==> src/rtl/core/stt_pkg.sv <==
`default_nettype none
package stt_pkg;
	localparam int unsigned TableEntries = 16;
	localparam int unsigned SlotW = $clog2(TableEntries);
	localparam logic [62:0] TimeMax = {63{1'b1}};
	localparam logic [30:0] WaitMax = {31{1'b1}};
	localparam logic [30:0] IdleTtlRst = 31'd3600000;
	localparam logic [15:0] MinYieldRst = 16'd100;
	localparam logic [0:0] RegIdleTtl = 1'b0;
	localparam logic [0:0] RegMinYield = 1'b1;
	localparam logic OpWatch = 1'b0;
	localparam logic OpTick = 1'b1;

	typedef struct packed {
		logic        opcode;
		logic [62:0] now_time;
		logic [31:0] session_key;
		logic [31:0] timeout_ms;
	} in_beat_t;

	typedef struct packed {
		logic        expired_valid;
		logic [31:0] expired_key;
		logic        last;
		logic [62:0] next_wakeup;
		logic [30:0] wait_ms;
		logic        wake_request;
		logic        status;
	} out_beat_t;

	// token passed along the cell chain
	typedef struct packed {
		logic        op;
		logic [62:0] now;
		logic [31:0] key;
		logic [62:0] expiry;
		logic        hit;
		logic        have_free;
		logic [SlotW-1:0] free_slot;
	} tok_t;
endpackage
`default_nettype wire

==> src/rtl/core/stt_cell.sv <==
`default_nettype none
module stt_cell (
	input  wire logic                  clk,
	input  wire logic                  arst_n,
	input  wire logic                  en,
	input  wire logic [stt_pkg::SlotW-1:0] my_slot,
	input  wire stt_pkg::tok_t         tok_in,
	input  wire logic                  wr_free,
	output stt_pkg::tok_t              tok_out,
	output logic                       used,
	output logic [31:0]                key,
	output logic [62:0]                expiry,
	output logic                       expire
);
	logic        used_q;
	logic [31:0] key_q;
	logic [62:0] exp_q;
	logic        match;

	assign used = used_q;
	assign key = key_q;
	assign expiry = exp_q;
	assign match = used_q && key_q == tok_in.key;
	assign expire = tok_in.op == stt_pkg::OpTick && used_q && exp_q <= tok_in.now;

	always_comb begin
		tok_out = tok_in;
		if (tok_in.op == stt_pkg::OpWatch) begin
			if (!tok_in.hit && match) begin
				tok_out.hit = 1'b1;
				tok_out.free_slot = my_slot;
			end else if (!tok_in.hit && !tok_in.have_free && !used_q) begin
				tok_out.have_free = 1'b1;
				tok_out.free_slot = my_slot;
			end
		end
	end

	always_ff @(posedge clk or negedge arst_n) begin
		if (!arst_n) begin
			used_q <= 1'b0;
		end else if (en) begin
			if (expire) used_q <= 1'b0;
			else if (wr_free) used_q <= 1'b1;
		end
	end

	always_ff @(posedge clk) begin
		if (en && wr_free) begin
			key_q <= tok_in.key;
			exp_q <= tok_in.expiry;
		end
	end
endmodule
`default_nettype wire

==> src/rtl/core/session_timeout_table_top.sv <==
`default_nettype none
// Channel | Dir | Handshake         | Payload
// in      | in  | in_valid/ready    | stt_pkg::in_beat_t
// out     | out | out_valid/ready   | stt_pkg::out_beat_t
// cfg     | in  | cfg_valid/ready   | cfg_index, cfg_data
// A watch visits the cells one per cycle to find the slot (S_SCAN), then writes
// it (S_WRITE) if a match or free slot was found, then gives the result beat.
// A tick visits one cell per cycle, but stops to give each expired beat that is
// not the last one until out takes it; after the scan S_FIN gives the last beat.
// One item at a time. Reset clears all used bits and sets wake_q to TimeMax.
module session_timeout_table_top (
	input  wire logic               clk,
	input  wire logic               arst_n,
	input  wire logic               in_valid,
	output logic                    in_ready,
	input  wire stt_pkg::in_beat_t  in_data,
	output logic                    out_valid,
	input  wire logic               out_ready,
	output stt_pkg::out_beat_t      out_data,
	input  wire logic               cfg_valid,
	output logic                    cfg_ready,
	input  wire logic [0:0]         cfg_index,
	input  wire logic [31:0]        cfg_data
);
	localparam int unsigned N = stt_pkg::TableEntries;
	localparam int unsigned W = stt_pkg::SlotW;

	typedef enum logic [2:0] {S_IDLE, S_SCAN, S_WRITE, S_FIN, S_OUT} st_t;
	st_t st_q;

	stt_pkg::tok_t tok_q;
	stt_pkg::tok_t tok_chain [N];
	logic [W-1:0] idx_q;
	logic [30:0] ttl_q;
	logic [15:0] yield_q;
	logic [62:0] nw_q;
	logic [62:0] wake_q;
	logic any_q;
	logic [N-1:0] used_v, exp_v, wr_v, en_v;
	logic [31:0] key_v [N];
	logic [62:0] expy_v [N];
	stt_pkg::out_beat_t ob_q;
	logic [63:0] sum;
	logic [62:0] diff;
	logic [62:0] w1;
	logic later_exp;

	assign in_ready = st_q == S_IDLE;
	assign cfg_ready = 1'b1;
	assign out_valid = st_q == S_OUT;
	assign out_data = ob_q;

	// every cell sees tok_q; only the output of the cell at idx_q is taken
	genvar g;
	generate
		for (g = 0; g < N; g++) begin : g_cell
			assign en_v[g] = st_q == S_SCAN && idx_q == W'(g) || st_q == S_WRITE;
			assign wr_v[g] = st_q == S_WRITE && tok_q.free_slot == W'(g) &&
				(tok_q.hit || tok_q.have_free);
			stt_cell u_cell (
				.clk(clk), .arst_n(arst_n),
				.en(en_v[g] && (st_q == S_WRITE || tok_q.op == stt_pkg::OpTick)),
				.my_slot(W'(g)), .tok_in(tok_q), .wr_free(wr_v[g]),
				.tok_out(tok_chain[g]), .used(used_v[g]), .key(key_v[g]),
				.expiry(expy_v[g]), .expire(exp_v[g]));
		end
	endgenerate

	logic wr_ok;
	assign wr_ok = tok_q.hit || tok_q.have_free;
	assign sum = {1'b0, in_data.now_time} + {33'd0, ttl_q};
	assign diff = nw_q - tok_q.now;
	assign w1 = diff < {47'd0, yield_q} ? {47'd0, yield_q} : diff;
	assign later_exp = |((exp_v >> idx_q) >> 1);

	always_ff @(posedge clk or negedge arst_n) begin
		if (!arst_n) begin
			st_q <= S_IDLE;
			wake_q <= stt_pkg::TimeMax;
			ttl_q <= stt_pkg::IdleTtlRst;
			yield_q <= stt_pkg::MinYieldRst;
			idx_q <= '0;
			any_q <= 1'b0;
		end else begin
			if (cfg_valid) begin
				unique case (cfg_index)
					stt_pkg::RegIdleTtl:  ttl_q <= cfg_data[30:0];
					stt_pkg::RegMinYield: yield_q <= cfg_data[15:0];
					default: ;
				endcase
			end
			unique case (st_q)
				S_IDLE: if (in_valid) begin
					idx_q <= '0;
					any_q <= 1'b0;
					st_q <= S_SCAN;
				end
				S_SCAN: begin
					if (tok_q.op == stt_pkg::OpTick && exp_v[idx_q]) any_q <= 1'b1;
					if (tok_q.op == stt_pkg::OpTick && exp_v[idx_q] && later_exp) begin
						st_q <= S_OUT;
					end else if (idx_q == W'(N-1)) begin
						st_q <= tok_q.op == stt_pkg::OpTick ? S_FIN : S_WRITE;
					end else idx_q <= idx_q + 1'b1;
				end
				S_WRITE: st_q <= S_OUT;
				S_FIN: begin
					wake_q <= nw_q;
					st_q <= S_OUT;
				end
				S_OUT: if (out_ready) begin
					if (ob_q.last) st_q <= S_IDLE;
					else if (idx_q == W'(N-1)) st_q <= S_FIN;
					else begin
						idx_q <= idx_q + 1'b1;
						st_q <= S_SCAN;
					end
				end
				default: st_q <= S_IDLE;
			endcase
		end
	end

	// payload
	always_ff @(posedge clk) begin
		if (st_q == S_IDLE && in_valid) begin
			tok_q.op <= in_data.opcode;
			tok_q.now <= in_data.now_time;
			tok_q.key <= in_data.session_key;
			tok_q.hit <= 1'b0;
			tok_q.have_free <= 1'b0;
			tok_q.free_slot <= '0;
			begin
				logic [63:0] e;
				e = {1'b0, in_data.now_time} +
					(in_data.timeout_ms[31] ? 64'd0 : {32'd0, in_data.timeout_ms});
				tok_q.expiry <= e[63] ? stt_pkg::TimeMax : e[62:0];
			end
			nw_q <= sum[63] ? stt_pkg::TimeMax : sum[62:0];
		end else if (st_q == S_SCAN) begin
			if (tok_q.op == stt_pkg::OpWatch) begin
				tok_q.hit <= tok_chain[idx_q].hit;
				tok_q.have_free <= tok_chain[idx_q].have_free;
				tok_q.free_slot <= tok_chain[idx_q].free_slot;
			end else if (exp_v[idx_q]) begin
				ob_q <= '{1'b1, key_v[idx_q], 1'b0, 63'd0, 31'd0, 1'b0, 1'b0};
			end else if (used_v[idx_q] && expy_v[idx_q] < nw_q) begin
				nw_q <= expy_v[idx_q];
			end
		end else if (st_q == S_WRITE) begin
			ob_q <= '{1'b0, 32'd0, 1'b1, wake_q, 31'd0,
				wr_ok && tok_q.expiry < wake_q, !wr_ok};
		end else if (st_q == S_FIN) begin
			if (any_q) begin
				ob_q.last <= 1'b1;
				ob_q.next_wakeup <= nw_q;
				ob_q.wait_ms <= w1[62:31] != '0 ? stt_pkg::WaitMax : w1[30:0];
			end else begin
				ob_q <= '{1'b0, 32'd0, 1'b1, nw_q,
					w1[62:31] != '0 ? stt_pkg::WaitMax : w1[30:0], 1'b0, 1'b0};
			end
		end
	end

	a_out_hold: assert property (@(posedge clk) disable iff (!arst_n)
		out_valid && !out_ready |=> out_valid && $stable(out_data))
		else $error("out beat changed while stalled");
	a_busy: assert property (@(posedge clk) disable iff (!arst_n)
		out_valid |-> !in_ready)
		else $error("input taken while result pending");
	a_write_ok: assert property (@(posedge clk) disable iff (!arst_n)
		st_q == S_WRITE |-> $countones(wr_v) <= 1)
		else $error("multiple slots written");
endmodule
`default_nettype wire
==> config.mk <==
export PLATFORM = sky130hd
export DESIGN_NAME = session_timeout_table_top
export DESIGN_NICKNAME = d
export VERILOG_FILES = /design/src/rtl/core/stt_pkg.sv /design/src/rtl/core/stt_cell.sv /design/src/rtl/core/session_timeout_table_top.sv
export SDC_FILE = /design/constraint.sdc
export NUM_CORES = 2
export LEC_CHECK = 0
export BUFFER_PORTS_ARGS = -buffer_cell sky130_fd_sc_hd__clkbuf_2
export CORE_MARGIN = 2
export CORE_UTILIZATION = 45
export DETAILED_ROUTE_END_ITERATION = 8
export PLACE_DENSITY = 0.72
export SYNTH_ARGS = -nofsm -noshare
export SYNTH_HDL_FRONTEND = slang
export SYNTH_SLANG_ARGS = --single-unit
==> constraint.sdc <==
create_clock -name clk -period 19.09 [get_ports clk]
set_input_delay 2.8635 -clock clk [delete_from_list [all_inputs] [get_ports clk]]
set_output_delay 2.8635 -clock clk [all_outputs]
set_load 0.03 [all_outputs]
# After elaboration in Yosys (flattened, before gate mapping)
# Index checks and enable logic that the tools add are counted.
[word_totals]
register_bits = 2012
latch_bits = 0
ram_bits = 0
mem_bits_ro = 0
output_inout_bits = 133
memories = 0
[classes]
n_addsub = 4
multipliers = 0
n_div = 0
n_lt_le_gt_ge = 21
eq_ne = 60
shifts = 1
mux = 158
bitwise_logic = 4
reduce_logical = 256
[op_table]
columns = ["op", "count"]
rows = [
  ["$le 63x63->1", 16],
  ["$bmux 165 s4", 1],
  ["$mux 130", 5],
  ["$mux 63", 9],
  ["$eq 32x32->1", 16],
  ["$bmux 63 s4", 1],
  ["$logic_and 1x1->1", 166],
  ["$add 63x31->64", 2],
  ["$bmux 32 s4", 1],
  ["$lt 63x63->1", 2],
  ["$mux 6", 18],
  ["$mux 4", 21],
  ["$mux 5", 16],
  ["$mux 1", 69],
  ["$eq 4x4->1 const B", 16],
  ["$mux 32", 2],
  ["$lt 63x16->1", 1],
  ["$sub 63x63->63", 1],
  ["$mux 31", 2],
  ["$reduce_bool 2->1", 20],
  ["$reduce_and 2->1", 19],
  ["$mux 33", 1],
  ["$eq 4x3->1 const B", 8],
  ["$reduce_bool 32->1", 1],
  ["other kinds (30)", 90],
]

# Logic depth before layout (Yosys ltp)
[logic_depth]
ltp_word = 11
depth_mapped = 23
mapped_depth_nobuf = 21

# By module
# From an unflattened synthesis, not the netlist that was laid out.
[unflattened]
hier_cells = 12558
hier_area_um2 = 141345.6
[by_module_without_submodules]
columns = ["module", "n_inst", "cells_each", "area_each_um2"]
rows = [
  ["stt_cell at g_cell[0].u_cell ...", 14, 552, 6180.9],
  ["session_timeout_table_top", 1, 3743, 42532.0],
  ["stt_cell at g_cell[8].u_cell", 1, 544, 6140.9],
  ["stt_cell at g_cell[9].u_cell", 1, 543, 6139.6],
]

# Worst setup path before layout
# Ideal clock, no wire load.
[synth_path]
kind = "register to register"
startpoint = "register idx_q[0]"
endpoint = "register nw_q[0], enable pin"
setup_time_ps = 571
t_arrival_ps = 8932
required_ps = 18519
setup_slack_ps = 9587
path_stages_with_launch = 21
path_buffers = 4
synth_period_minus_slack_ps = 9503
path_cell_list = "dfrtp_1 buf_1 clkbuf_1 buf_1 buf_1 mux4_2 mux4_2 ha_1 a21oi_1 nor2b_1 o21ai_0 nand2b_1 a21oi_1 nor2b_1 o21ai_0 nand2b_1 a21oi_1 o31ai_1 a21oi_1 o211ai_1 o21ai_0"
[synth_between]
elab_chain_cells = 8
[synth_rtl]
columns = ["item", "line", "rtl"]
rows = [
  ["start: declaration", "session_timeout_table_top.sv:33", "logic [W-1:0] idx_q;"],
  ["start signal: assignment", "session_timeout_table_top.sv:104", "end else idx_q <= idx_q + 1'b1;"],
  ["start signal: assignment", "session_timeout_table_top.sv:115", "idx_q <= idx_q + 1'b1;"],
  ["$not 4->5 (implied by the code)", "session_timeout_table_top.sv:147", "end else if (used_v[idx_q] && expy_v[idx_q] < nw_q) begin"],
  ["$bmux 63 s4", "session_timeout_table_top.sv:147", ""],
  ["$mux 63 (implied by the code) (2 in series)", "session_timeout_table_top.sv:147", ""],
  ["$lt 63x63->1", "session_timeout_table_top.sv:147", ""],
  ["$logic_and 1x1->1", "session_timeout_table_top.sv:147", ""],
  ["$reduce_bool 2->1 (no source line)", "-", ""],
  ["$reduce_and 4->1 (no source line) (*)", "-", ""],
  ["end signal: assignment", "session_timeout_table_top.sv:139", "nw_q <= sum[63] ? stt_pkg::TimeMax : sum[62:0];"],
  ["end signal: assignment", "session_timeout_table_top.sv:148", "nw_q <= expy_v[idx_q];"],
  ["end: declaration", "session_timeout_table_top.sv:36", "logic [62:0] nw_q;"],
]
# Mark *: on every way between the ends. The rest lies on a longest branch, timed or not. The select of a mux whose other input is x is not followed.
# A chain may end at the register's enable or synchronous reset.

# Worst setup path after layout
[layout_path]
startpoint = "register idx_q[0]"
endpoint = "register nw_q[45], enable pin"
# Same word-level chain as after synthesis.

==> results_dict.tcl <==
set metrics [dict create \
    timing.critical_path.buf_inv 4 \
    ctsResizeCount 0 \
    grt_first_pass_wirelength_um 580000 \
    grt_use_total 0.303 \
    gr-total-overflow 0 \
    postLayoutCoreUtil 0.505 \
    cts_root_buf "clkbuf_16" \
    drv_cap 0 \
    synth_xor_area_frac 0.0472 \
    netlist.area_leader.share 0.482 \
    antenna_found_initial 36 \
    h-tree-depth 4 \
    synthAdderAreaFrac 0.137 \
    synth_ff_type "edfxtp_1" \
    finClkSkew_ns 0.0826 \
    critPathLaunchType "register" \
    tns_ns 0 \
    path_class "register to register" \
    grt_pass1_vias 82600 \
    leakage_nw 47.2 \
    synth_top_family_by_area "adder cells" \
    dpl_cell_area_um2 123000 \
    period_needed_ns 8.72 \
    synth_cells 8840 \
    holdWs_ns 0.480 \
    synthMuxAreaShare 0.100 \
    crit_path_end_kind "register" \
    synth.distinct_cells 105 \
    crit_chain "buf_4 -> buf_4 -> buf_4 -> mux4_2 -> mux4_2 -> ha_1 -> a21oi_1 -> nor2b_1 -> o21ai_0 -> nand2b_1 -> a21oi_1 -> nor2b_1 -> o21ai_0 -> nand2b_1 -> a21oi_1 -> o31ai_1 -> a21oi_1 -> o211ai_1 -> o21ai_4 -> buf_4" \
    cts.clk_slew.worst_paths_ns 0.06 \
    start_util 0.453 \
    cts_tree "done" \
    place.gp.congestion 1.00 \
    synth-simple-area-share 0.0853 \
    yosysMostFrequentCell "edfxtp_1" \
    final_max_slew_viol_count 0 \
    postRouteAntennaNets 0 \
    avgViaCountPerCell 6.57 \
    slew_headroom 0.0952 \
    syn-num-nets 10300 \
    postCtsSetupBuffers 0 \
    path_max_fanout 63 \
    ys_top_cells_by_count "edfxtp_1, ha_1, a21oi_1" \
    ctsHoldBuffers 0 \
    grt_start_max_net_pins 156 \
    crit_path_max_incr_delay_ns 1.00 \
    status "completed" \
    synth_compound_area_frac 0.0951 \
    p_per_area_nw_per_um2 112 \
    cp_slowest_cell "dfrtp_4" \
    arrival_ns 9.23 \
    setup_viol 0 \
    wl_per_cell_um 32.0 \
    finalInstanceArea_um2 130000 \
    ios 299 \
    fp-row-count 186 \
    netlist_area_um2 117000 \
    finalHoldViolCount 0 \
    syn_avg_cell_area_um2 13.2 \
    clock.fmax_mhz 115 \
    cp_top_family "buffers and inverters" \
    die_w_um 513 \
    cts_buffers 221 \
    via_count 84000 \
    synth_warnings 0 \
    area_growth_pct 11.4 \
    clockBufferDepth 4 \
    seq_area_frac_synth 0.513 \
    n_fill_cell 21700 \
    peakVddDrop_mv 0.126 \
    cp.required_ns 19.60 \
    ys_ff_latch 2012 \
    coreArea_um2 257000 \
    clock_sinks 2012 \
    synth_edf_count 1872 \
    postRouteWirelength_um 409000 \
    die_area_um2 263000 \
    io_buffers 296 \
    dr.pass1.iters 9 \
    nets 10700 \
    final_layout_size_suffix_gt1_frac 0.163 \
    synth_top_cell_by_area "edfxtp_1" \
    hpwl_um 302000 \
    postSynth.asyncResetShare 0.0666 \
    rsz0062_at_grt "no" \
    drc_errors 0 \
    die_h_um 513 \
    fin_crit_sh 0.457 \
    ys_top_cells_by_area "edfxtp_1, ha_1, mux4_2, xnor2_1, a21oi_1" \
    worstHoldPathType "register to register" \
    first_iter_violations 11300 \
    worstMarginPinSlew_ns 1.34 \
    clk_latency_ns 0.93 \
]
==> metal layers <==
metal  wire [um]  GRT usage  up-vias
met3       42900     0.0599     1125
met1      150000      0.386    42000
met5         205          0        -
met2      187000      0.482     5204
met4       28800      0.175       28
li1            -          -    35700
==> cell type report <==
| type | instances | area (um2) | area share |
|---|---|---|---|
| clock buffers | 279 | 5970 | 0.0460 |
| clock inverters | 120 | 1310 | 0.0101 |
| diodes | 4 | 10.0 | 0.0000770 |
| well taps | 3384 | 4230 | 0.0326 |
| repair buffers | 484 | 2950 | 0.0227 |
| multi-input cells | 6190 | 54500 | 0.419 |
| flip-flops and latches | 2012 | 59800 | 0.460 |
| inverters | 310 | 1180 | 0.00907 |
==> worst min-delay path, stage by stage, from the launching register on <==
cell and delay (ns):
dfstp_2 0.36, nand2_1 0.04, o21ai_0 0.07
==> logic make-up (layout without fill, tap and decap cells) <==
| kind of cell | count (synthesis) | after routing |
|---|---|---|
| DFF | 2012 | 2012 |
| and+or+nand+nor | 1951 | 1951 |
| AOI/OAI and AO/OA | 1774 | 1774 |
| adders and majority gates | 1279 | 1279 |
| buffers and inverters | 638 | 1193 |
| xor gates and xnor gates | 628 | 628 |
| muxes | 557 | 557 |
| other | 1 | 5 |
==> worst paths after layout <==
check                            from           to  slack [ns]  cells past startpoint
max in group asynchronous      arst_n    ttl_q[30]       15.47                      2
hold reg to reg            wake_q[23]   wake_q[23]        0.48                      2
min in group asynchronous      arst_n  yield_q[12]        2.04                      1
hold / removal             wake_q[23]   wake_q[23]        0.48                      2
setup / recovery             idx_q[0]     nw_q[45]       10.37                     20
setup reg to reg             idx_q[0]     nw_q[45]       10.37                     20
==> power breakdown <==
part	internal, mW	switching, mW	total (mW)
registers	5.11	0.219	5.33
clock network	2.57	1.85	4.42
logic	1.93	2.90	4.84
==> state kept, by name, indices dropped and copies added (netlist names), named ones only <==
| register | cells |
|---|---|
| g_cell.u_cell.key | 512 |
| yield_q | 16 |
| nw_q | 63 |
| ttl_q | 31 |
| idx_q | 4 |
| st_q | 3 |
| g_cell.u_cell.expiry | 1008 |
| g_cell.u_cell.used | 16 |
| any_q | 1 |
| wake_q | 63 |
| tok_q | 159 |
| out_data | 130 |
==> placed cells by master (no fill, tap or decap), drive strengths merged, types with 46 or more instances in the layout <==
| cell | instances |
|---|---|
| nand2 | 498 |
| nor4 | 94 |
| and2 | 46 |
| nand4 | 358 |
| o22ai | 86 |
| a31oi | 72 |
| mux4 | 482 |
| inv | 313 |
| edfxtp | 1872 |
| xor2 | 154 |
| xnor2 | 474 |
| clkbuf | 574 |
| a21o | 153 |
| dfstp | 77 |
| nand3 | 201 |
| a21oi | 622 |
| nor3 | 112 |
| nor2 | 327 |
| nand2b | 68 |
| mux2 | 48 |
| dfrtp | 57 |
| ha | 1276 |
| nor2b | 89 |
| a211oi | 74 |
| clkinv | 78 |
| buf | 189 |
| o21ai | 393 |
==> stage by stage <==
step           std cells  power, mW  setup slack (ns)
3_3_place_gp       12400       10.0             10.07
5_1_grt            12800       15.0              9.96
6_report           12800       14.6             10.37
4_1_cts            12800       14.5             10.40
2_1_floorplan       8840       8.51              9.59
3_5_place_dp       12400       10.1             10.08
Power figures use the tool's default switching activity.
